File: src/rtl/core/spl_pkg.sv
`default_nettype none

package spl_pkg;

	localparam int MAX_PAYLOAD_DEF = 32;
	localparam int BURST_MAX       = 6;
	localparam int BURST_CNT_W     = $clog2(BURST_MAX + 1);
	localparam int CFG_IDX_W       = 2;

	localparam logic [7:0] PREAMBLE = 8'hFF;

	localparam logic CMD_TX = 1'b0;
	localparam logic CMD_RX = 1'b1;

	localparam logic [1:0] KIND_LINE     = 2'd0;
	localparam logic [1:0] KIND_GOOD     = 2'd1;
	localparam logic [1:0] KIND_CSUM_ERR = 2'd2;
	localparam logic [1:0] KIND_TIMEOUT  = 2'd3;

	localparam logic [CFG_IDX_W-1:0] CFG_SERVO_ID       = 2'd0;
	localparam logic [CFG_IDX_W-1:0] CFG_REPLY_EXPECTED = 2'd1;
	localparam logic [CFG_IDX_W-1:0] CFG_MAX_ATTEMPTS   = 2'd2;

	localparam logic [7:0] RST_SERVO_ID     = 8'd1;
	localparam logic [7:0] RST_MAX_ATTEMPTS = 8'd10;

	typedef struct packed {
		logic [7:0] servo_id;
		logic       reply_expected;
		logic [7:0] max_attempts;
	} cfg_t;

	typedef struct packed {
		logic       command;
		logic [7:0] data_byte;
		logic [5:0] payload_length;
		logic       last_byte;
	} item_t;

	typedef struct packed {
		logic [1:0]  kind;
		logic [7:0]  tx_byte;
		logic [7:0]  status;
		logic [15:0] value;
	} result_t;

	typedef struct packed {
		logic [BURST_CNT_W-1:0]         cnt;
		result_t [BURST_MAX-1:0]        ent;
	} burst_t;

endpackage

`default_nettype wire

File: src/rtl/core/servo_packet_link_engine.sv
// An accepted item is registered in the input stage, then loaded with its
//   results into the output register once that register is free.
// Throughput: one input item per cycle unless in_stall; the output register
//   sends one beat per cycle unless out_stall; input waits for the last beat.
// Reset (arst_n low): transmit and receive state cleared, registers back to
//   servo_id 1, reply_expected 0, max_attempts 10; no beats pending.
`default_nettype none

module servo_packet_link_engine #(
	parameter int MAX_PAYLOAD = spl_pkg::MAX_PAYLOAD_DEF
) (
	input  wire logic                          clk,
	input  wire logic                          arst_n,
	input  wire logic                          cfg_we,
	input  wire logic [spl_pkg::CFG_IDX_W-1:0] cfg_index,
	input  wire logic [7:0]                    cfg_data,
	input  wire logic                          in_valid,
	output logic                               in_stall,
	input  wire logic                          command,
	input  wire logic [7:0]                    data_byte,
	input  wire logic [5:0]                    payload_length,
	input  wire logic                          last_byte,
	output logic                               out_valid,
	input  wire logic                          out_stall,
	output logic [1:0]                         out_kind,
	output logic [7:0]                         tx_byte,
	output logic [7:0]                         reply_status,
	output logic [15:0]                        reply_value,
	output logic                               run_end
);

	spl_pkg::cfg_t    cfg_q;
	spl_pkg::item_t   item_s1;
	logic             valid_s1;
	logic             free;
	logic             load;
	spl_pkg::burst_t  burst;
	spl_pkg::result_t res;

	always_ff @(posedge clk or negedge arst_n) begin
		if (!arst_n) begin
			cfg_q.servo_id <= spl_pkg::RST_SERVO_ID;
			cfg_q.reply_expected <= 1'b0;
			cfg_q.max_attempts <= spl_pkg::RST_MAX_ATTEMPTS;
		end else if (cfg_we) begin
			unique case (cfg_index)
				spl_pkg::CFG_SERVO_ID:       cfg_q.servo_id <= cfg_data;
				spl_pkg::CFG_REPLY_EXPECTED: cfg_q.reply_expected <= cfg_data[0];
				spl_pkg::CFG_MAX_ATTEMPTS:   cfg_q.max_attempts <= cfg_data;
				default: begin
				end
			endcase
		end
	end

	assign load = valid_s1 && free;
	assign in_stall = valid_s1 && !free;

	always_ff @(posedge clk or negedge arst_n) begin
		if (!arst_n) begin
			valid_s1 <= 1'b0;
		end else if (!in_stall) begin
			valid_s1 <= in_valid;
		end
	end

	always_ff @(posedge clk) begin
		if (!in_stall && in_valid) begin
			item_s1.command <= command;
			item_s1.data_byte <= data_byte;
			item_s1.payload_length <= payload_length;
			item_s1.last_byte <= last_byte;
		end
	end

	spl_core #(
		.MAX_PAYLOAD(MAX_PAYLOAD)
	) u_core (
		.clk   (clk),
		.arst_n(arst_n),
		.fire  (load),
		.item  (item_s1),
		.cfg   (cfg_q),
		.burst (burst)
	);

	spl_burst u_burst (
		.clk      (clk),
		.arst_n   (arst_n),
		.load     (load),
		.burst    (burst),
		.out_stall(out_stall),
		.out_valid(out_valid),
		.free     (free),
		.res      (res),
		.run_end  (run_end)
	);

	assign out_kind = res.kind;
	assign tx_byte = res.tx_byte;
	assign reply_status = res.status;
	assign reply_value = res.value;

endmodule

`default_nettype wire

File: src/rtl/core/spl_core.sv
`default_nettype none

module spl_core #(
	parameter int MAX_PAYLOAD = spl_pkg::MAX_PAYLOAD_DEF
) (
	input  wire logic           clk,
	input  wire logic           arst_n,
	input  wire logic           fire,
	input  wire spl_pkg::item_t item,
	input  wire spl_pkg::cfg_t  cfg,
	output spl_pkg::burst_t     burst
);

	localparam int REM_W = $clog2(MAX_PAYLOAD + 1);
	localparam logic [7:0] MAX_LEN = 8'(MAX_PAYLOAD);
	localparam logic [8:0] MAX_LEN_BYTE = 9'(MAX_PAYLOAD + 1);

	localparam logic [2:0] PH_HUNT1 = 3'd0;
	localparam logic [2:0] PH_HUNT2 = 3'd1;
	localparam logic [2:0] PH_ID    = 3'd2;
	localparam logic [2:0] PH_LEN   = 3'd3;
	localparam logic [2:0] PH_BODY  = 3'd4;
	localparam logic [2:0] PH_SUM   = 3'd5;
	localparam logic [2:0] PH_IDLE  = 3'd6;

	logic             tx_in_packet_q, tx_in_packet_d;
	logic [7:0]       tx_sum_q, tx_sum_d;
	logic [2:0]       phase_q, phase_d;
	logic [REM_W-1:0] rem_q, rem_d;
	logic [7:0]       rx_sum_q, rx_sum_d;
	logic [1:0]       idx_q, idx_d;
	logic [7:0]       status_q, status_d;
	logic [15:0]      value_q, value_d;
	logic [7:0]       dc_q, dc_d;

	logic [7:0] plen8, len_n, lenb, tx_base, tx_sum_nx, dc_inc, b;
	logic       disc, disc_keep_id, timeout;

	function automatic spl_pkg::result_t line_res(input logic [7:0] v);
		spl_pkg::result_t r;
		r = '0;
		r.kind = spl_pkg::KIND_LINE;
		r.tx_byte = v;
		return r;
	endfunction

	always_comb begin
		b = item.data_byte;
		tx_in_packet_d = tx_in_packet_q;
		tx_sum_d = tx_sum_q;
		phase_d = phase_q;
		rem_d = rem_q;
		rx_sum_d = rx_sum_q;
		idx_d = idx_q;
		status_d = status_q;
		value_d = value_q;
		dc_d = dc_q;
		burst = '0;
		disc = 1'b0;
		disc_keep_id = 1'b0;

		plen8 = {2'b00, item.payload_length};
		if (plen8 == 8'd0) begin
			len_n = 8'd1;
		end else if (plen8 > MAX_LEN) begin
			len_n = MAX_LEN;
		end else begin
			len_n = plen8;
		end
		lenb = 8'(len_n + 8'd1);
		tx_base = tx_in_packet_q ? tx_sum_q : 8'(cfg.servo_id + lenb);
		tx_sum_nx = 8'(tx_base + b);

		dc_inc = (dc_q != 8'hFF) ? 8'(dc_q + 8'd1) : dc_q;
		timeout = (dc_inc >= cfg.max_attempts);

		if (item.command == spl_pkg::CMD_TX) begin
			if (!tx_in_packet_q) begin
				burst.ent[0] = line_res(spl_pkg::PREAMBLE);
				burst.ent[1] = line_res(spl_pkg::PREAMBLE);
				burst.ent[2] = line_res(cfg.servo_id);
				burst.ent[3] = line_res(lenb);
				burst.ent[4] = line_res(b);
				burst.ent[5] = line_res(~tx_sum_nx);
				burst.cnt = item.last_byte ? spl_pkg::BURST_CNT_W'(6) : spl_pkg::BURST_CNT_W'(5);
			end else begin
				burst.ent[0] = line_res(b);
				burst.ent[1] = line_res(~tx_sum_nx);
				burst.cnt = item.last_byte ? spl_pkg::BURST_CNT_W'(2) : spl_pkg::BURST_CNT_W'(1);
			end
			if (item.last_byte) begin
				tx_in_packet_d = 1'b0;
				tx_sum_d = 8'd0;
				if (cfg.reply_expected) begin
					phase_d = PH_HUNT1;
					rem_d = '0;
					rx_sum_d = 8'd0;
					idx_d = 2'd0;
					status_d = 8'd0;
					value_d = 16'd0;
					dc_d = 8'd0;
				end
			end else begin
				tx_in_packet_d = 1'b1;
				tx_sum_d = tx_sum_nx;
			end
		end else if (cfg.reply_expected) begin
			unique case (phase_q)
				PH_HUNT1: begin
					if (b == spl_pkg::PREAMBLE) phase_d = PH_HUNT2;
					else disc = 1'b1;
				end
				PH_HUNT2: begin
					if (b == spl_pkg::PREAMBLE) phase_d = PH_ID;
					else disc = 1'b1;
				end
				PH_ID: begin
					if (b == cfg.servo_id) begin
						phase_d = PH_LEN;
					end else begin
						disc = 1'b1;
						// An extra preamble byte keeps us waiting for the id, unless it times out.
						disc_keep_id = (b == spl_pkg::PREAMBLE);
					end
				end
				PH_LEN: begin
					if (b == 8'd0 || {1'b0, b} > MAX_LEN_BYTE) begin
						disc = 1'b1;
					end else begin
						rx_sum_d = 8'(cfg.servo_id + b);
						rem_d = REM_W'(b - 8'd1);
						idx_d = 2'd0;
						status_d = 8'd0;
						value_d = 16'd0;
						phase_d = (b == 8'd1) ? PH_SUM : PH_BODY;
					end
				end
				PH_BODY: begin
					if (idx_q == 2'd0) status_d = b;
					else if (idx_q == 2'd1) value_d = {value_q[15:8], b};
					else if (idx_q == 2'd2) value_d = {b, value_q[7:0]};
					if (idx_q != 2'd3) idx_d = 2'(idx_q + 2'd1);
					rx_sum_d = 8'(rx_sum_q + b);
					rem_d = REM_W'(rem_q - REM_W'(1));
					if (rem_q == REM_W'(1)) phase_d = PH_SUM;
				end
				PH_SUM: begin
					burst.cnt = spl_pkg::BURST_CNT_W'(1);
					if (b == ~rx_sum_q) begin
						burst.ent[0].kind = spl_pkg::KIND_GOOD;
						burst.ent[0].status = status_q;
						burst.ent[0].value = value_q;
					end else begin
						burst.ent[0].kind = spl_pkg::KIND_CSUM_ERR;
					end
					phase_d = PH_IDLE;
				end
				default: begin
				end
			endcase
			if (disc) begin
				dc_d = dc_inc;
				if (timeout) begin
					phase_d = PH_IDLE;
					burst.cnt = spl_pkg::BURST_CNT_W'(1);
					burst.ent[0].kind = spl_pkg::KIND_TIMEOUT;
				end else begin
					phase_d = disc_keep_id ? PH_ID : PH_HUNT1;
				end
			end
		end
	end

	always_ff @(posedge clk or negedge arst_n) begin
		if (!arst_n) begin
			tx_in_packet_q <= 1'b0;
			tx_sum_q <= 8'd0;
			phase_q <= PH_HUNT1;
			rem_q <= '0;
			rx_sum_q <= 8'd0;
			idx_q <= 2'd0;
			status_q <= 8'd0;
			value_q <= 16'd0;
			dc_q <= 8'd0;
		end else if (fire) begin
			tx_in_packet_q <= tx_in_packet_d;
			tx_sum_q <= tx_sum_d;
			phase_q <= phase_d;
			rem_q <= rem_d;
			rx_sum_q <= rx_sum_d;
			idx_q <= idx_d;
			status_q <= status_d;
			value_q <= value_d;
			dc_q <= dc_d;
		end
	end

endmodule

`default_nettype wire

File: src/rtl/core/spl_burst.sv
`default_nettype none

module spl_burst (
	input  wire logic            clk,
	input  wire logic            arst_n,
	input  wire logic            load,
	input  wire spl_pkg::burst_t burst,
	input  wire logic            out_stall,
	output logic                 out_valid,
	output logic                 free,
	output spl_pkg::result_t     res,
	output logic                 run_end
);

	spl_pkg::result_t [spl_pkg::BURST_MAX-1:0] ent_q;
	logic [spl_pkg::BURST_CNT_W-1:0]           cnt_q;
	logic                                      take;

	assign out_valid = (cnt_q != '0);
	assign take = out_valid && !out_stall;
	// A new burst may replace the last beat in the cycle that beat leaves.
	assign free = (cnt_q == '0) || (cnt_q == spl_pkg::BURST_CNT_W'(1) && !out_stall);
	assign res = ent_q[0];
	assign run_end = (cnt_q == spl_pkg::BURST_CNT_W'(1));

	always_ff @(posedge clk or negedge arst_n) begin
		if (!arst_n) begin
			cnt_q <= '0;
		end else if (load) begin
			cnt_q <= burst.cnt;
		end else if (take) begin
			cnt_q <= spl_pkg::BURST_CNT_W'(cnt_q - spl_pkg::BURST_CNT_W'(1));
		end
	end

	always_ff @(posedge clk) begin
		if (load) begin
			ent_q <= burst.ent;
		end else if (take) begin
			for (int i = 0; i < spl_pkg::BURST_MAX - 1; i++) begin
				ent_q[i] <= ent_q[i+1];
			end
		end
	end

endmodule

`default_nettype wire

File: config.mk
export PLATFORM = sky130hd
export DESIGN_NAME = servo_packet_link_engine
export DESIGN_NICKNAME = d
export VERILOG_FILES = /design/src/rtl/core/spl_pkg.sv /design/src/rtl/core/servo_packet_link_engine.sv /design/src/rtl/core/spl_core.sv /design/src/rtl/core/spl_burst.sv
export SDC_FILE = /design/constraint.sdc
export NUM_CORES = 1
export LEC_CHECK = 0
export BUFFER_PORTS_ARGS = -buffer_cell sky130_fd_sc_hd__buf_2
export CAP_MARGIN = 20
export CORE_MARGIN = 10
export CORE_UTILIZATION = 61
export CTS_CLUSTER_DIAMETER = 30
export DETAILED_ROUTE_END_ITERATION = 6
export PLACE_DENSITY = 0.82
export SLEW_MARGIN = 20
export SYNTH_ARGS = -nofsm -noshare
export SYNTH_HDL_FRONTEND = slang
export SYNTH_SLANG_ARGS = --single-unit
File: constraint.sdc
create_clock -name clk -period 5.7 [get_ports clk]
set_input_delay 0.855 -clock clk [delete_from_list [all_inputs] [get_ports clk]]
set_output_delay 0.855 -clock clk [all_outputs]
set_load 0.005 [all_outputs]
==> impl_results.rst, run 1 <==
.. list-table::
   :header-rows: 1

   * - Metric
     - Value
   * - Status
     - finished, final reports clean
   * - Compound-gate portion of the synthesized area
     - 0.1616
   * - Overall global routing resource usage
     - 0.2031
   * - Net count of the mapped netlist
     - roughly 950
   * - Global-route congestion overflow total
     - 0
   * - Fraction of the mapped netlist area in adder cells
     - 0.06398
   * - Ratio of total power to cell area
     - roughly 550 nW/um2
   * - Clock-pin slew on the worst setup and hold paths
     - roughly 0.070 ns
   * - Post-placement cell count
     - between 1000 and 1500
   * - Top FF cell, synth
     - sky130_fd_sc_hd__edfxtp_1
   * - Global-route wire length before repair
     - around 33000 um
   * - End point of the most critical hold path
     - u_core.value_q[12]
   * - Number of synthesized flops with an enable pin
     - 90
   * - Total die area
     - slightly above 20000 um2
   * - Mux cell area share after synthesis
     - 0.02851
   * - Final cell count without fillers
     - between 1000 and 1500
   * - Mean Syn Cell Area
     - approximately 11 um2
   * - Worst Hold Slack
     - around 0.47 ns
   * - Clock period minus final worst setup slack
     - 4.084 ns
   * - Clock tree skew after final layout
     - 0.008829 ns
   * - Via density
     - 6.005
   * - Kind of critical path
     - reg -> reg
   * - Cts-stage hold buffer count
     - 0
   * - CTS resizes
     - 0
   * - Number of synthesized register bits
     - about 170
   * - Worst slew slack as a fraction of its limit
     - 0.3639
   * - Remaining antenna violation count
     - 0
   * - Pins over their slew limit
     - 0
   * - Worst vdd ir
     - around 0.35 mV
   * - Count of pins on the block boundary
     - around 70
   * - Simple-gate portion of the synthesized area
     - 0.1344
   * - GPL Wtd Cong
     - 0.8701
   * - Combined area of all synthesized cells
     - a little over 9000 um2
   * - Worst path bufs/invs
     - 1
   * - Largest buffer count on any clock path
     - 2
   * - Clock tree from TritonCTS
     - done
   * - Yosys synthesis warning count
     - 0
   * - Core box area
     - 15090 um2
   * - Post-route core utilization
     - 0.6735
   * - Reg2reg setup slack
     - about 1.6 ns
   * - Kind of start point of the critical path
     - flop
   * - CP max stage cell
     - sky130_fd_sc_hd__fa_1
   * - CP arrival
     - 4.27 ns
   * - Clock latency of the later-clocked register in the worst-skew pair
     - ~0.44 ns
   * - Final number of hold-violating endpoints
     - 0
   * - Endpoint of the worst-slack reg-to-reg timing path
     - u_burst.ent_q[201]
   * - Initial antenna violation count
     - 0
   * - Class of the worst hold path
     - reg -> reg
   * - Clock Sinks
     - ~170
   * - Pin count of the biggest net entering global routing
     - 82
   * - Root buffer cell
     - sky130_fd_sc_hd__clkbuf_16
   * - Htree depth
     - 4
   * - Final clock period utilization by the worst path
     - 0.7165
   * - Number of DRC violations after detailed routing
     - 0
   * - Post CTS Setup Buffer Count
     - 0
   * - Data required time of the worst path
     - approximately 5.9 ns
   * - Vias in the first global route
     - 6389
   * - Worst Hold Depth
     - 2
   * - Total via count after detailed routing
     - about 6600
   * - Die extent in x
     - about 140 um
   * - R2r worst-path depth
     - 17
   * - Async S/R FF share, synth
     - 0.4737
   * - Number of clock buffers inserted by TritonCTS
     - 17
   * - Static leakage
     - between 0.004 and 0.005 uW
   * - Kind of end point of the critical path
     - flop
   * - CP Cell Sequence
     - nor4_1 -> o21bai_1 -> inv_1 -> ha_1 -> fa_1 -> a21o_1 -> a21oi_1 -> o21bai_1 -> a21oi_1 -> xor2_1 -> o21ai_0 -> ha_1 -> or3_1 -> o22ai_1 -> xnor2_1 -> xor2_1 -> nor2b_1
   * - WL final
     - between 20000 and 25000 um
   * - Critical path's top delay family
     - compound AO/OA/AOI/OAI gates
   * - Xor and xnor fraction of the mapped netlist area
     - 0.03467
   * - Max-capacitance violation count
     - 0
   * - FP Rows
     - 45
   * - Count of mapped cells out of synthesis
     - just under 900
   * - Antenna diode count
     - 0
   * - Hold wc startpoint
     - u_core.value_q[12]
   * - CP startpoint
     - item_s1[4]
   * - Main combinational cell family by area after synthesis
     - compound AO/OA/AOI/OAI gates
   * - Initial cell density of the core
     - 0.6195
   * - Fraction of final layout cells with drive strength greater than 1
     - 0.1724
   * - Worst Tran Pin Value
     - about 0.95 ns
   * - RSZ-0062 raised after global routing
     - false
   * - Post-route setup TNS
     - 0 ns
   * - Vertical die dimension
     - 143.8 um
   * - Critical R2R Launch
     - item_s1[4]
   * - Synth unique cells
     - a little under 80
   * - Post-detailed-route wirelength per cell
     - about 19 um
   * - Number of search-and-repair iterations in the first detailed-routing pass
     - 5
   * - Part of the Yosys area used for sequential elements
     - 0.5064
   * - Peak fanout along the critical path
     - 4
   * - Slowest cell delay on critical path
     - ~0.45 ns
   * - # nets final
     - between 900 and 1000
   * - Violation count after the first detailed-routing iteration
     - approximately 490
   * - Post-DP HPWL
     - about 14000 um
   * - Finish-stage setup viols
     - 0
   * - Highest Clock Rate
     - approximately 240 MHz
   * - Port Buffers
     - 67
   * - Signed area change from the synthesized netlist to the final layout
     - 8.713%
-- layer usage --
metal / up-vias / GRT usage / wire [um]
li1: 3141 / - / -
met1: 3148 / 0.2700 / 9196
met2: 223 / 0.3133 / 9254
met5: - / 0 / 0
met4: 0 / 0.09135 / 576
met3: 52 / 0.04290 / 1356
-- metrics by stage --
step / instance area (um2) / setup slack [ns] / total power, uW
finish: 10160 / 1.616 / 5584
global route: 10160 / 1.331 / 5954
CTS: 10160 / 1.634 / 5577
detailed placement: 9535 / 1.700 / 4339
global placement: 9535 / 1.783 / 4251
floorplan: 9348 / 0.5926 / 3846
-- layout make-up --
class / count / area [um2]
Fill cell: 1112 / 4927
Inverter: 51 / 191.4
Timing Repair Buffer: 76 / 409.1
Tap cell: 188 / 235.2
Multi-Input combinational cell: 575 / 3973
Clock inverter: 14 / 181.4
Sequential cell: 171 / 4733
Clock buffer: 18 / 439.2
-- how the worst max path moves through the flow --
stage	endpoint	slack, ns	cells past startpoint
floorplan	u_burst.cnt_q[1]	0.59	7
global placement	u_burst.ent_q[201]	1.78	17
detailed placement	u_burst.ent_q[201]	1.70	17
CTS	u_burst.ent_q[201]	1.63	17
global route	u_burst.ent_q[64]	1.33	18
finish	u_burst.ent_q[201]	1.62	17
-- tightest hold or removal path, delay by kind of cell, from the launching register on --
family	cells	cell delay, ns
simple gates	1	0.05
flops	1	0.33
compound gates	1	0.06
-- registers in the layout (all words and copies together), names as in the netlist --
register and count:
valid_s1 1, item_s1 16, u_core.rem_q 6, u_core.rx_sum_q 8, u_core.status_q 8, u_core.dc_q 8, u_core.value_q 16, u_burst.res 34
u_burst.cnt_q 3, u_core.idx_q 2, u_core.phase_q 3, cfg_q 17, u_burst.ent_q 40, u_core.tx_sum_q 8, u_core.tx_in_packet_q 1
-- layout by cell type, fill, tap and decap left out, drive strengths merged, types with 6 or more instances in the layout --
master  netlist  routed
a211oi       10      10
a21o         12      12
a21oi        23      23
a22o         42      42
a31oi         9       9
and2         30      30
and3          7       7
buf          44      76
clkbuf       29      18
clkinv        1       6
dfrtp        78      78
edfxtp       90      90
ha           43      43
inv          50      55
mux2         21      21
nand2        92      92
nand2b       10      10
nand3        16      16
nand4         9       9
nor2         40      40
nor2b         6       6
nor3         17      17
o21ai        76      76
o21bai        8       8
o22ai         6       6
xnor2        20      20
xor2         17      17
-- where the power goes --
| part | switching, uW | internal [uW] | total, uW |
|---|---|---|---|
| combinational | 1240 | 913 | 2160 |
| sequential | 332 | 1880 | 2210 |
| clock | 507 | 710 | 1220 |
| total | 2080 | 3500 | 5580 |
-- cells by family after synthesis --
family,after synthesis
AOI/OAI and AO/OA,217
xor gates and xnor gates,37
adders and majority gates,46
buffers and inverters,124
DFF,171
muxes,24
other,1
and+or+nand+nor,250
-- cell usage after synthesis, types with 20 or more instances --
| library cell | number | area, um2 |
|---|---|---|
| sky130_fd_sc_hd__a22o_1 | 39 | 341.6 |
| sky130_fd_sc_hd__nor2_1 | 40 | 150.1 |
| sky130_fd_sc_hd__edfxtp_1 | 90 | 2703 |
| sky130_fd_sc_hd__o21ai_0 | 74 | 370.4 |
| sky130_fd_sc_hd__nand2_1 | 92 | 345.3 |
| sky130_fd_sc_hd__ha_1 | 43 | 538.0 |
| sky130_fd_sc_hd__mux2_2 | 21 | 236.5 |
| sky130_fd_sc_hd__clkbuf_1 | 26 | 97.59 |
| sky130_fd_sc_hd__dfrtp_1 | 78 | 1952 |
| sky130_fd_sc_hd__and2_1 | 29 | 181.4 |
| sky130_fd_sc_hd__inv_1 | 50 | 187.7 |
| sky130_fd_sc_hd__xnor2_1 | 20 | 175.2 |
| sky130_fd_sc_hd__buf_4 | 35 | 262.8 |
| sky130_fd_sc_hd__a21oi_1 | 23 | 115.1 |
No activity file was read; power rests on OpenSTA's default activity.
==> run 2: changes to the inputs <==
--- a/config.mk
+++ b/config.mk
@@ -5,13 +5,14 @@
 export SDC_FILE = /design/constraint.sdc
 export NUM_CORES = 1
 export LEC_CHECK = 0
+export ABC_AREA = 1
 export BUFFER_PORTS_ARGS = -buffer_cell sky130_fd_sc_hd__buf_2
 export CAP_MARGIN = 20
 export CORE_MARGIN = 10
-export CORE_UTILIZATION = 61
+export CORE_UTILIZATION = 55
 export CTS_CLUSTER_DIAMETER = 30
 export DETAILED_ROUTE_END_ITERATION = 6
-export PLACE_DENSITY = 0.82
+export PLACE_DENSITY = 0.78
 export SLEW_MARGIN = 20
 export SYNTH_ARGS = -nofsm -noshare
 export SYNTH_HDL_FRONTEND = slang
==> constraint.sdc (replaced) <==
create_clock -name clk -period 3.5 [get_ports clk]
set_input_delay 0.525 -clock clk [delete_from_list [all_inputs] [get_ports clk]]
set_output_delay 0.525 -clock clk [all_outputs]
set_load 0.005 [all_outputs]
==> impl_results.rst, run 2 <==
.. list-table::
   :header-rows: 1

   * - Metric
     - Value
   * - Status
     - finished, violations left (was finished, final reports clean)
   * - Violations in the final reports
     - negative setup slack
   * - Xor and xnor fraction of the mapped netlist area
     - 0.02617 (was 0.03467)
   * - Clock period minus final worst setup slack
     - 4.080 ns (was 4.084 ns)
   * - Via density
     - 5.497 (was 6.005)
   * - Most repeated cell in the gate-level netlist after synthesis
     - sky130_fd_sc_hd__nand2_1 (unchanged)
   * - Main combinational cell family by area after synthesis
     - simple AND/OR/NAND/NOR gates (was compound AO/OA/AOI/OAI gates)
   * - Leading area contributor after synthesis
     - sky130_fd_sc_hd__edfxtp_1 (unchanged)
   * - Total via count after detailed routing
     - 7636 (was 6564)
   * - Final number of hold-violating endpoints
     - 0 (unchanged)
   * - RSZ-0062 raised after global routing
     - true (was false)
   * - Port Buffers
     - 67 (unchanged)
   * - GPL Wtd Cong
     - 0.9089 (was 0.8701)
   * - WL final
     - 24140 um (was 20380 um)
   * - Post-route setup TNS
     - -6.453 ns (was 0 ns)
   * - Clock-pin slew on the worst setup and hold paths
     - 0.07 ns (about the same)
   * - Worst vdd ir
     - 0.4949 mV (was 0.3474 mV)
   * - Max-capacitance violation count
     - 0 (unchanged)
   * - Count of pins on the block boundary
     - 68 (unchanged)
   * - Final clock period utilization by the worst path
     - 1.166 (was 0.7165)
   * - Initial cell density of the core
     - 0.5630 (was 0.6195)
   * - Fill count
     - 1222 (was 1112)
   * - Fraction of the mapped netlist area in adder cells
     - 0.06383 (was 0.06398)
   * - Worst slew slack as a fraction of its limit
     - 0.4975 (was 0.3639)
   * - Total die area
     - 22660 um2 (was 20680 um2)
   * - Yosys synthesis warning count
     - 0 (unchanged)
   * - Part of the Yosys area used for sequential elements
     - 0.5051 (was 0.5064)
   * - FP Rows
     - 47 (was 45)
   * - Synth unique cells
     - 50 (was 77)
   * - CP max stage cell
     - sky130_fd_sc_hd__edfxtp_1 (was sky130_fd_sc_hd__fa_1)
   * - Count of mapped cells out of synthesis
     - 1051 (was 870)
   * - Combined area of all synthesized cells
     - 9370 um2 (was 9348 um2)
   * - Ratio of total power to cell area
     - 904.7 nW/um2 (was 549.4 nW/um2)
   * - Initial antenna violation count
     - 2 (was 0)
   * - Class of the worst hold path
     - in -> async (was reg -> reg)
   * - Async S/R FF share, synth
     - 0.4737 (unchanged)
   * - Post-detailed-route wirelength per cell
     - 17.38 um (was 18.65 um)
   * - Pins over their slew limit
     - 0 (unchanged)
   * - Number of synthesized register bits
     - 171 (unchanged)
   * - Static leakage
     - 0.005187 uW (was 0.004357 uW)
   * - Critical path's top delay family
     - buffers and inverters (was compound AO/OA/AOI/OAI gates)
   * - Most frequent cells after synthesis
     - sky130_fd_sc_hd__nand2_1, sky130_fd_sc_hd__inv_1, sky130_fd_sc_hd__o21ai_0 (was sky130_fd_sc_hd__nand2_1, sky130_fd_sc_hd__edfxtp_1, sky130_fd_sc_hd__dfrtp_1)
   * - Post-DP HPWL
     - 15210 um (was 13630 um)
   * - Top FF cell, synth
     - sky130_fd_sc_hd__edfxtp_1 (unchanged)
   * - Root buffer cell
     - sky130_fd_sc_hd__clkbuf_16 (unchanged)
   * - CP arrival
     - 4.36 ns (was 4.27 ns)
   * - PnR Total Power
     - 9991 uW (was 5584 uW)
   * - Number of synthesized flops with an enable pin
     - 90 (unchanged)
   * - Compound-gate portion of the synthesized area
     - 0.1176 (was 0.1616)
   * - Mean Syn Cell Area
     - 8.916 um2 (was 10.74 um2)
   * - Signed area change from the synthesized netlist to the final layout
     - 17.85% (was 8.713%)
   * - Finish-stage setup viols
     - 19 (was 0)
   * - Number of clock buffers inserted by TritonCTS
     - 17 (unchanged)
   * - CP dominant cell by count
     - sky130_fd_sc_hd__buf_4
   * - Net count of the mapped netlist
     - 1128 (was 947)
   * - Kind of critical path
     - reg -> reg (unchanged)
   * - Clock latency of the later-clocked register in the worst-skew pair
     - 0.45 ns (was 0.44 ns)
   * - Leading cell types in the layout, fill and taps excluded
     - sky130_fd_sc_hd__nand2_1, sky130_fd_sc_hd__inv_1, sky130_fd_sc_hd__o21ai_0 (was sky130_fd_sc_hd__nand2_1, sky130_fd_sc_hd__edfxtp_1, sky130_fd_sc_hd__dfrtp_1)
   * - Clock tree from TritonCTS
     - done (unchanged)
   * - Global-route wire length before repair
     - 37990 um (was 32800 um)
   * - Data required time of the worst path
     - 3.78 ns (was 5.88 ns)
   * - Core box area
     - 16640 um2 (was 15090 um2)
   * - Flip-flop count of the largest register, all copies and words added
     - 40 (unchanged)
   * - Cts-stage hold buffer count
     - 0 (unchanged)
   * - Largest buffer count on any clock path
     - 2 (unchanged)
   * - Vias in the first global route
     - 7414 (was 6389)
   * - Highest Clock Rate
     - 245.1 MHz (was 244.8 MHz)
   * - Pin count of the biggest net entering global routing
     - 52 (was 82)
   * - Remaining antenna violation count
     - 0 (unchanged)
   * - Clock Sinks
     - 171 (unchanged)
   * - Violation count after the first detailed-routing iteration
     - 891 (was 487)
   * - Worst path bufs/invs
     - 21 (was 1)
   * - Fraction of final layout cells with drive strength greater than 1
     - 0.2187 (was 0.1724)
   * - Clock tree skew after final layout
     - 0.009292 ns (was 0.008829 ns)
   * - Worst Tran Pin Value
     - 0.7529 ns (was 0.9536 ns)
   * - Main area contributors after synthesis
     - sky130_fd_sc_hd__edfxtp_1, sky130_fd_sc_hd__dfrtp_1, sky130_fd_sc_hd__nand2_1, sky130_fd_sc_hd__inv_1, sky130_fd_sc_hd__ha_1 (was sky130_fd_sc_hd__edfxtp_1, sky130_fd_sc_hd__dfrtp_1, sky130_fd_sc_hd__ha_1, sky130_fd_sc_hd__o21ai_0, sky130_fd_sc_hd__nand2_1)
   * - Global-route congestion overflow total
     - 0 (unchanged)
   * - Overall global routing resource usage
     - 0.2144 (was 0.2031)
   * - Post-placement cell count
     - 1323 (was 1061)
   * - # nets final
     - 1230 (was 969)
   * - Number of DRC violations after detailed routing
     - 0 (unchanged)
   * - Final cell count without fillers
     - 1389 (was 1093)
   * - Peak fanout along the critical path
     - 2 (was 4)
   * - Mux cell area share after synthesis
     - 0 (was 0.02851)
   * - Register bank with the most flops
     - u_burst.ent_q (unchanged)
   * - Htree depth
     - 4 (unchanged)
   * - Die extent in x
     - 150.5 um (was 143.8 um)
   * - Number of search-and-repair iterations in the first detailed-routing pass
     - 5 (unchanged)
   * - Simple-gate portion of the synthesized area
     - 0.1808 (was 0.1344)
   * - Most common library cell in the layout ignoring fill and taps
     - sky130_fd_sc_hd__nand2_1 (unchanged)
   * - Fraction of synthesized cell area taken by the top area cell type
     - 0.2884 (was 0.2891)
   * - Kind of start point of the critical path
     - flop (unchanged)
   * - Kind of end point of the critical path
     - flop (unchanged)
   * - Slowest cell delay on critical path
     - 0.40 ns (was 0.45 ns)
   * - Vertical die dimension
     - 150.5 um (was 143.8 um)
   * - Final critical-path setup slack
     - -0.5802 ns (was 1.616 ns)
run 2: cell types whose count changed after synthesis, moves of 16 or more:
cell / before / now
sky130_fd_sc_hd__nand2_1: 92 / 229
sky130_fd_sc_hd__inv_1: 50 / 148
sky130_fd_sc_hd__nand3_1: 16 / 51
sky130_fd_sc_hd__nor2_1: 40 / 75
sky130_fd_sc_hd__a22o_1: 39 / 5
sky130_fd_sc_hd__o21ai_0: 74 / 105
sky130_fd_sc_hd__and2_1: 29 / 0
sky130_fd_sc_hd__mux2_2: 21 / 0
sky130_fd_sc_hd__clkbuf_1: 26 / 10
run 2: layer usage:
layer	vias to the layer above	track usage	share of wire
met5	-	0	0
met4	0	0.1054	0.049
met3	96	0.05972	0.091
met2	354	0.3371	0.46
met1	3554	0.2668	0.41
li1	3632	-	-
run 2: cell type report:
class / count / area (um2) / area share
Inverter: 155 / 594.3 / 0.05382
Antenna cell: 3 / 7.507 / 0.0006798
Clock buffer: 19 / 454.2 / 0.04113
Clock inverter: 13 / 126.4 / 0.01144
Tap cell: 220 / 275.3 / 0.02493
Sequential cell: 171 / 4733 / 0.4286
Multi-Input combinational cell: 666 / 3916 / 0.3546
Timing Repair Buffer: 142 / 935.9 / 0.08475
run 2: power breakdown:
part           switching (uW)  internal, uW
registers                 427          3050
logic                    2700          1930
clock network             896           984
run 2: final timing paths:
kind	startpoint	to	slack (ns)	depth (start not counted)
hold reg to reg	cfg_q[6]	cfg_q[6]	0.49	2
setup reg to reg	item_s1[1]	u_burst.ent_q[128]	-0.58	29
min in group clk	data_byte[4]	item_s1[11]	0.26	1
setup / recovery	item_s1[1]	u_burst.ent_q[128]	-0.58	29
hold / removal	arst_n	u_core.dc_q[6]	0.10	2
max in group asynchronous	arst_n	u_burst.cnt_q[2]	2.85	2
run 2: metrics by stage:
step                cell area [um2]    util  hold WS (ns)  setup slack (ns)
detailed placement             9927  0.5965        0.4685           -0.5137
finish                        11040  0.6636        0.1045           -0.5802
global placement               9927  0.5965        0.4663           -0.3450
CTS                           10860  0.6528        0.1118           -0.2994
global route                  11040  0.6633        0.1305           -0.8473
floorplan                      9378       -        0.2294           -0.1635
run 2: cell families (layout without fill, tap and decap cells):
family                   Yosys count  count (layout)
AO/OA/AOI/OAI                    198             198
buffers and inverters            214             329
XOR/XNOR                          28              28
other                              1               4
adder cells (fa/ha/maj)           46              46
AND/OR/NAND/NOR                  393             393
flip-flops                       171             171
run 2: what timing repair did:
action                                  CTS  global route
buffers inserted                         25             6
pin swaps                                24            28
gates resized for setup                  41            29
endpoints found under the setup margin   17            19
==> run 3: changes to the inputs <==
--- a/config.mk
+++ b/config.mk
@@ -9,10 +9,11 @@
 export BUFFER_PORTS_ARGS = -buffer_cell sky130_fd_sc_hd__buf_2
 export CAP_MARGIN = 20
 export CORE_MARGIN = 10
-export CORE_UTILIZATION = 55
+export CORE_UTILIZATION = 57
+export CTS_BUF_LIST = sky130_fd_sc_hd__clkbuf_4
 export CTS_CLUSTER_DIAMETER = 30
 export DETAILED_ROUTE_END_ITERATION = 6
-export PLACE_DENSITY = 0.78
+export PLACE_DENSITY = 0.8
 export SLEW_MARGIN = 20
 export SYNTH_ARGS = -nofsm -noshare
 export SYNTH_HDL_FRONTEND = slang
==> impl_results.rst, run 3 (synthesis gave the netlist of run 2 again) <==
.. list-table::
   :header-rows: 1

   * - Metric
     - Value
   * - P_int
     - 5064 uW (was 5967 uW)
   * - Vertical die dimension
     - 148.2 um (was 150.5 um)
   * - End point of the most critical hold path
     - item_s1[14]
   * - Sequential fraction of design power
     - 0.396 (was 0.348)
   * - Final instance area
     - 10610 um2 (was 11040 um2)
   * - # nets final
     - 1227 (was 1230)
   * - Number of search-and-repair iterations in the first detailed-routing pass
     - 6 (was 5)
   * - Worst vdd ir
     - 0.4491 mV (was 0.4949 mV)
   * - Reg2reg setup slack
     - -0.54 ns (was -0.58 ns)
   * - Ratio of total power to cell area
     - 827.3 nW/um2 (was 904.7 nW/um2)
   * - Final critical-path setup slack
     - -0.5391 ns (was -0.5802 ns)
   * - Peak fanout along the critical path
     - 2 (unchanged)
   * - Count of pins on the block boundary
     - 68 (unchanged)
   * - Root buffer cell
     - sky130_fd_sc_hd__clkbuf_4 (was sky130_fd_sc_hd__clkbuf_16)
   * - Kind of start point of the critical path
     - flop (unchanged)
   * - Critical R2R Launch
     - item_s1[1] (unchanged)
   * - Highest Clock Rate
     - 247.6 MHz (was 245.1 MHz)
   * - Slowest cell delay on critical path
     - 0.45 ns (was 0.40 ns)
   * - Flip-flop count of the largest register, all copies and words added
     - 40 (unchanged)
   * - Post-placement cell count
     - 1317 (was 1323)
   * - Total via count after detailed routing
     - 7561 (was 7636)
   * - Initial cell density of the core
     - 0.5856 (was 0.5630)
   * - Htree depth
     - 4 (unchanged)
   * - Status
     - finished, violations left (unchanged)
   * - Data required time of the worst path
     - 3.96 ns (was 3.78 ns)
   * - CP arrival
     - 4.50 ns (was 4.36 ns)
   * - Static leakage
     - 0.005025 uW (was 0.005187 uW)
   * - Clock-pin slew on the worst setup and hold paths
     - 0.17 ns (was 0.07 ns)
   * - Final cell count without fillers
     - 1380 (was 1389)
   * - CP startpoint
     - item_s1[1] (unchanged)
   * - Port Buffers
     - 67 (unchanged)
   * - Dpl cell area
     - 9907 um2 (was 9927 um2)
   * - Overall global routing resource usage
     - 0.2115 (was 0.2144)
   * - Class of the worst hold path
     - in -> reg (was in -> async)
   * - Worst Tran Pin Value
     - 0.7434 ns (was 0.7529 ns)
   * - Violation count after the first detailed-routing iteration
     - 617 (was 891)
   * - Die extent in x
     - 148.2 um (was 150.5 um)
   * - Via density
     - 5.479 (was 5.497)
   * - Clock period minus final worst setup slack
     - 4.039 ns (was 4.080 ns)
   * - Fraction of final layout cells with drive strength greater than 1
     - 0.2064 (was 0.2187)
   * - Post-DP HPWL
     - 15480 um (was 15210 um)
   * - PnR Total Power
     - 8776 uW (was 9991 uW)
   * - FP Rows
     - 46 (was 47)
   * - Largest buffer count on any clock path
     - 2 (unchanged)
   * - Number of DRC violations after detailed routing
     - 0 (unchanged)
   * - Core box area
     - 16000 um2 (was 16640 um2)
   * - Leading cell types in the layout, fill and taps excluded
     - sky130_fd_sc_hd__nand2_1, sky130_fd_sc_hd__inv_1, sky130_fd_sc_hd__o21ai_0 (unchanged)
   * - Violations in the final reports
     - negative setup slack (unchanged)
   * - Pin count of the biggest net entering global routing
     - 44 (was 52)
   * - Finish-stage setup viols
     - 19 (unchanged)
   * - Pins over their slew limit
     - 0 (unchanged)
   * - Global-route congestion overflow total
     - 0 (unchanged)
   * - Endpoint of the worst-slack reg-to-reg timing path
     - u_burst.ent_q[126] (was u_burst.ent_q[128])
   * - Sw Share
     - 0.4230 (was 0.4028)
   * - Final clock period utilization by the worst path
     - 1.154 (was 1.166)
   * - Number of clock buffers inserted by TritonCTS
     - 17 (unchanged)
   * - CP dominant cell by count
     - sky130_fd_sc_hd__buf_4 (unchanged)
   * - Global-route wire length before repair
     - 37210 um (was 37990 um)
   * - Vias in the first global route
     - 7328 (was 7414)
   * - Clock tree skew after final layout
     - 0.02390 ns (was 0.009292 ns)
   * - Switching power
     - 3712 uW (was 4024 uW)
   * - R2r worst-path depth
     - 28 (was 29)
   * - Hold wc startpoint
     - data_byte[7]
   * - Worst Hold Slack
     - 0.09124 ns (was 0.1045 ns)
   * - Initial antenna violation count
     - 1 (was 2)
   * - Kind of end point of the critical path
     - flop (unchanged)
   * - Worst Hold Depth
     - 1
   * - Clock latency of the later-clocked register in the worst-skew pair
     - 0.60 ns (was 0.45 ns)
   * - Relative contribution of combinational cells to total power
     - 0.475 (was 0.464)
   * - CP max stage cell
     - sky130_fd_sc_hd__edfxtp_1 (unchanged)
   * - Kind of critical path
     - reg -> reg (unchanged)
   * - Clock Sinks
     - 171 (unchanged)
   * - Total die area
     - 21970 um2 (was 22660 um2)
   * - Most common library cell in the layout ignoring fill and taps
     - sky130_fd_sc_hd__nand2_1 (unchanged)
   * - Register bank with the most flops
     - u_burst.ent_q (unchanged)
   * - Final number of hold-violating endpoints
     - 0 (unchanged)
   * - RSZ-0062 raised after global routing
     - true (unchanged)
   * - WL final
     - 22910 um (was 24140 um)
   * - Remaining antenna violation count
     - 0 (unchanged)
   * - Post-detailed-route wirelength per cell
     - 16.60 um (was 17.38 um)
   * - Post-route core utilization
     - 0.6630 (was 0.6636)
   * - Signed area change from the synthesized netlist to the final layout
     - 13.21% (was 17.85%)
   * - Clock tree from TritonCTS
     - done (unchanged)
   * - Portion of total power attributed to the clock network
     - 0.129 (was 0.188)
   * - GPL Wtd Cong
     - 0.9213 (was 0.9089)
   * - Max-capacitance violation count
     - 0 (unchanged)
   * - Worst slew slack as a fraction of its limit
     - 0.5039 (was 0.4975)
## run 3: changes by cell type in the layout (fill, tap and decap cells not counted), moves of 2 or more
cell,before,now
sky130_fd_sc_hd__diode_2,3,1
sky130_fd_sc_hd__clkbuf_16,18,0
sky130_fd_sc_hd__nand2_1,219,222
sky130_fd_sc_hd__xnor2_1,10,12
sky130_fd_sc_hd__nand2_2,12,10
sky130_fd_sc_hd__inv_4,3,1
sky130_fd_sc_hd__a21oi_1,28,30
sky130_fd_sc_hd__inv_1,141,143
sky130_fd_sc_hd__clkbuf_4,0,17
sky130_fd_sc_hd__buf_6,6,1
sky130_fd_sc_hd__a21oi_2,9,7
## run 3: worst max-delay path, delay by kind of cell, from the launching register on
family	cells	cell delay, ns
AOI/OAI and AO/OA	2	0.31
and+or+nand+nor	1	0.10
DFF	1	0.45
buffers and inverters	25	3.04
## run 3: final cells by class
cell class	count	area, um2
antenna	1	2.502
clock buffer	17	127.6
clock inverter	15	148.9
fill	1348	5393
inverter	155	586.8
multi-input combinational	666	3841
sequential	171	4733
tap	216	270.3
timing repair buffer	139	897.1
## run 3: per-layer routing
metal  track usage  share of wire  vias up  wire length, um
met3       0.05704          0.092       59             2099
met5             0              0        -                0
li1              -              -     3609                -
met4       0.08821          0.032        0              732
met1        0.2703           0.42     3522             9549
met2        0.3330           0.46      371            10530
## run 3: through the flow
step	TNS, ns	worst slack [ns]
after global placement	-2.731	-0.3667
after detailed placement	-6.326	-0.6168
after floorplan	-0.3377	-0.1635
final	-4.927	-0.5391
after CTS	-2.167	-0.3295
after global routing	-9.353	-0.7074
## run 3: worst max path at each step
stage	to	slack (ns)	depth (start not counted)
after floorplan	u_burst.ent_q[65]	-0.16	26
after global placement	u_burst.ent_q[65]	-0.37	29
after detailed placement	u_burst.ent_q[65]	-0.62	29
after CTS	u_burst.ent_q[65]	-0.33	29
after global routing	u_burst.ent_q[65]	-0.71	28
final	u_burst.ent_q[126]	-0.54	28
## run 3: repair_timing
action / 4_1_cts / 5_1_grt
endpoints found under the setup margin: 16 / 22
gates resized for setup: 31 / 15
pin swaps: 21 / 13
hold buffers: 1 / 0
buffers inserted: 29 / 0
hold endpoints to repair: 27 / 0
## run 3: power by group through the flow
stage / sequential, uW / combinational (uW) / clock [uW]
5_1_grt: 3550 / 4660 / 1230
6_report: 3480 / 4170 / 1140
3_5_place_dp: 3500 / 3700 / 0
3_3_place_gp: 3480 / 3610 / 0
4_1_cts: 3460 / 3990 / 1140
2_1_floorplan: 3370 / 2690 / 0
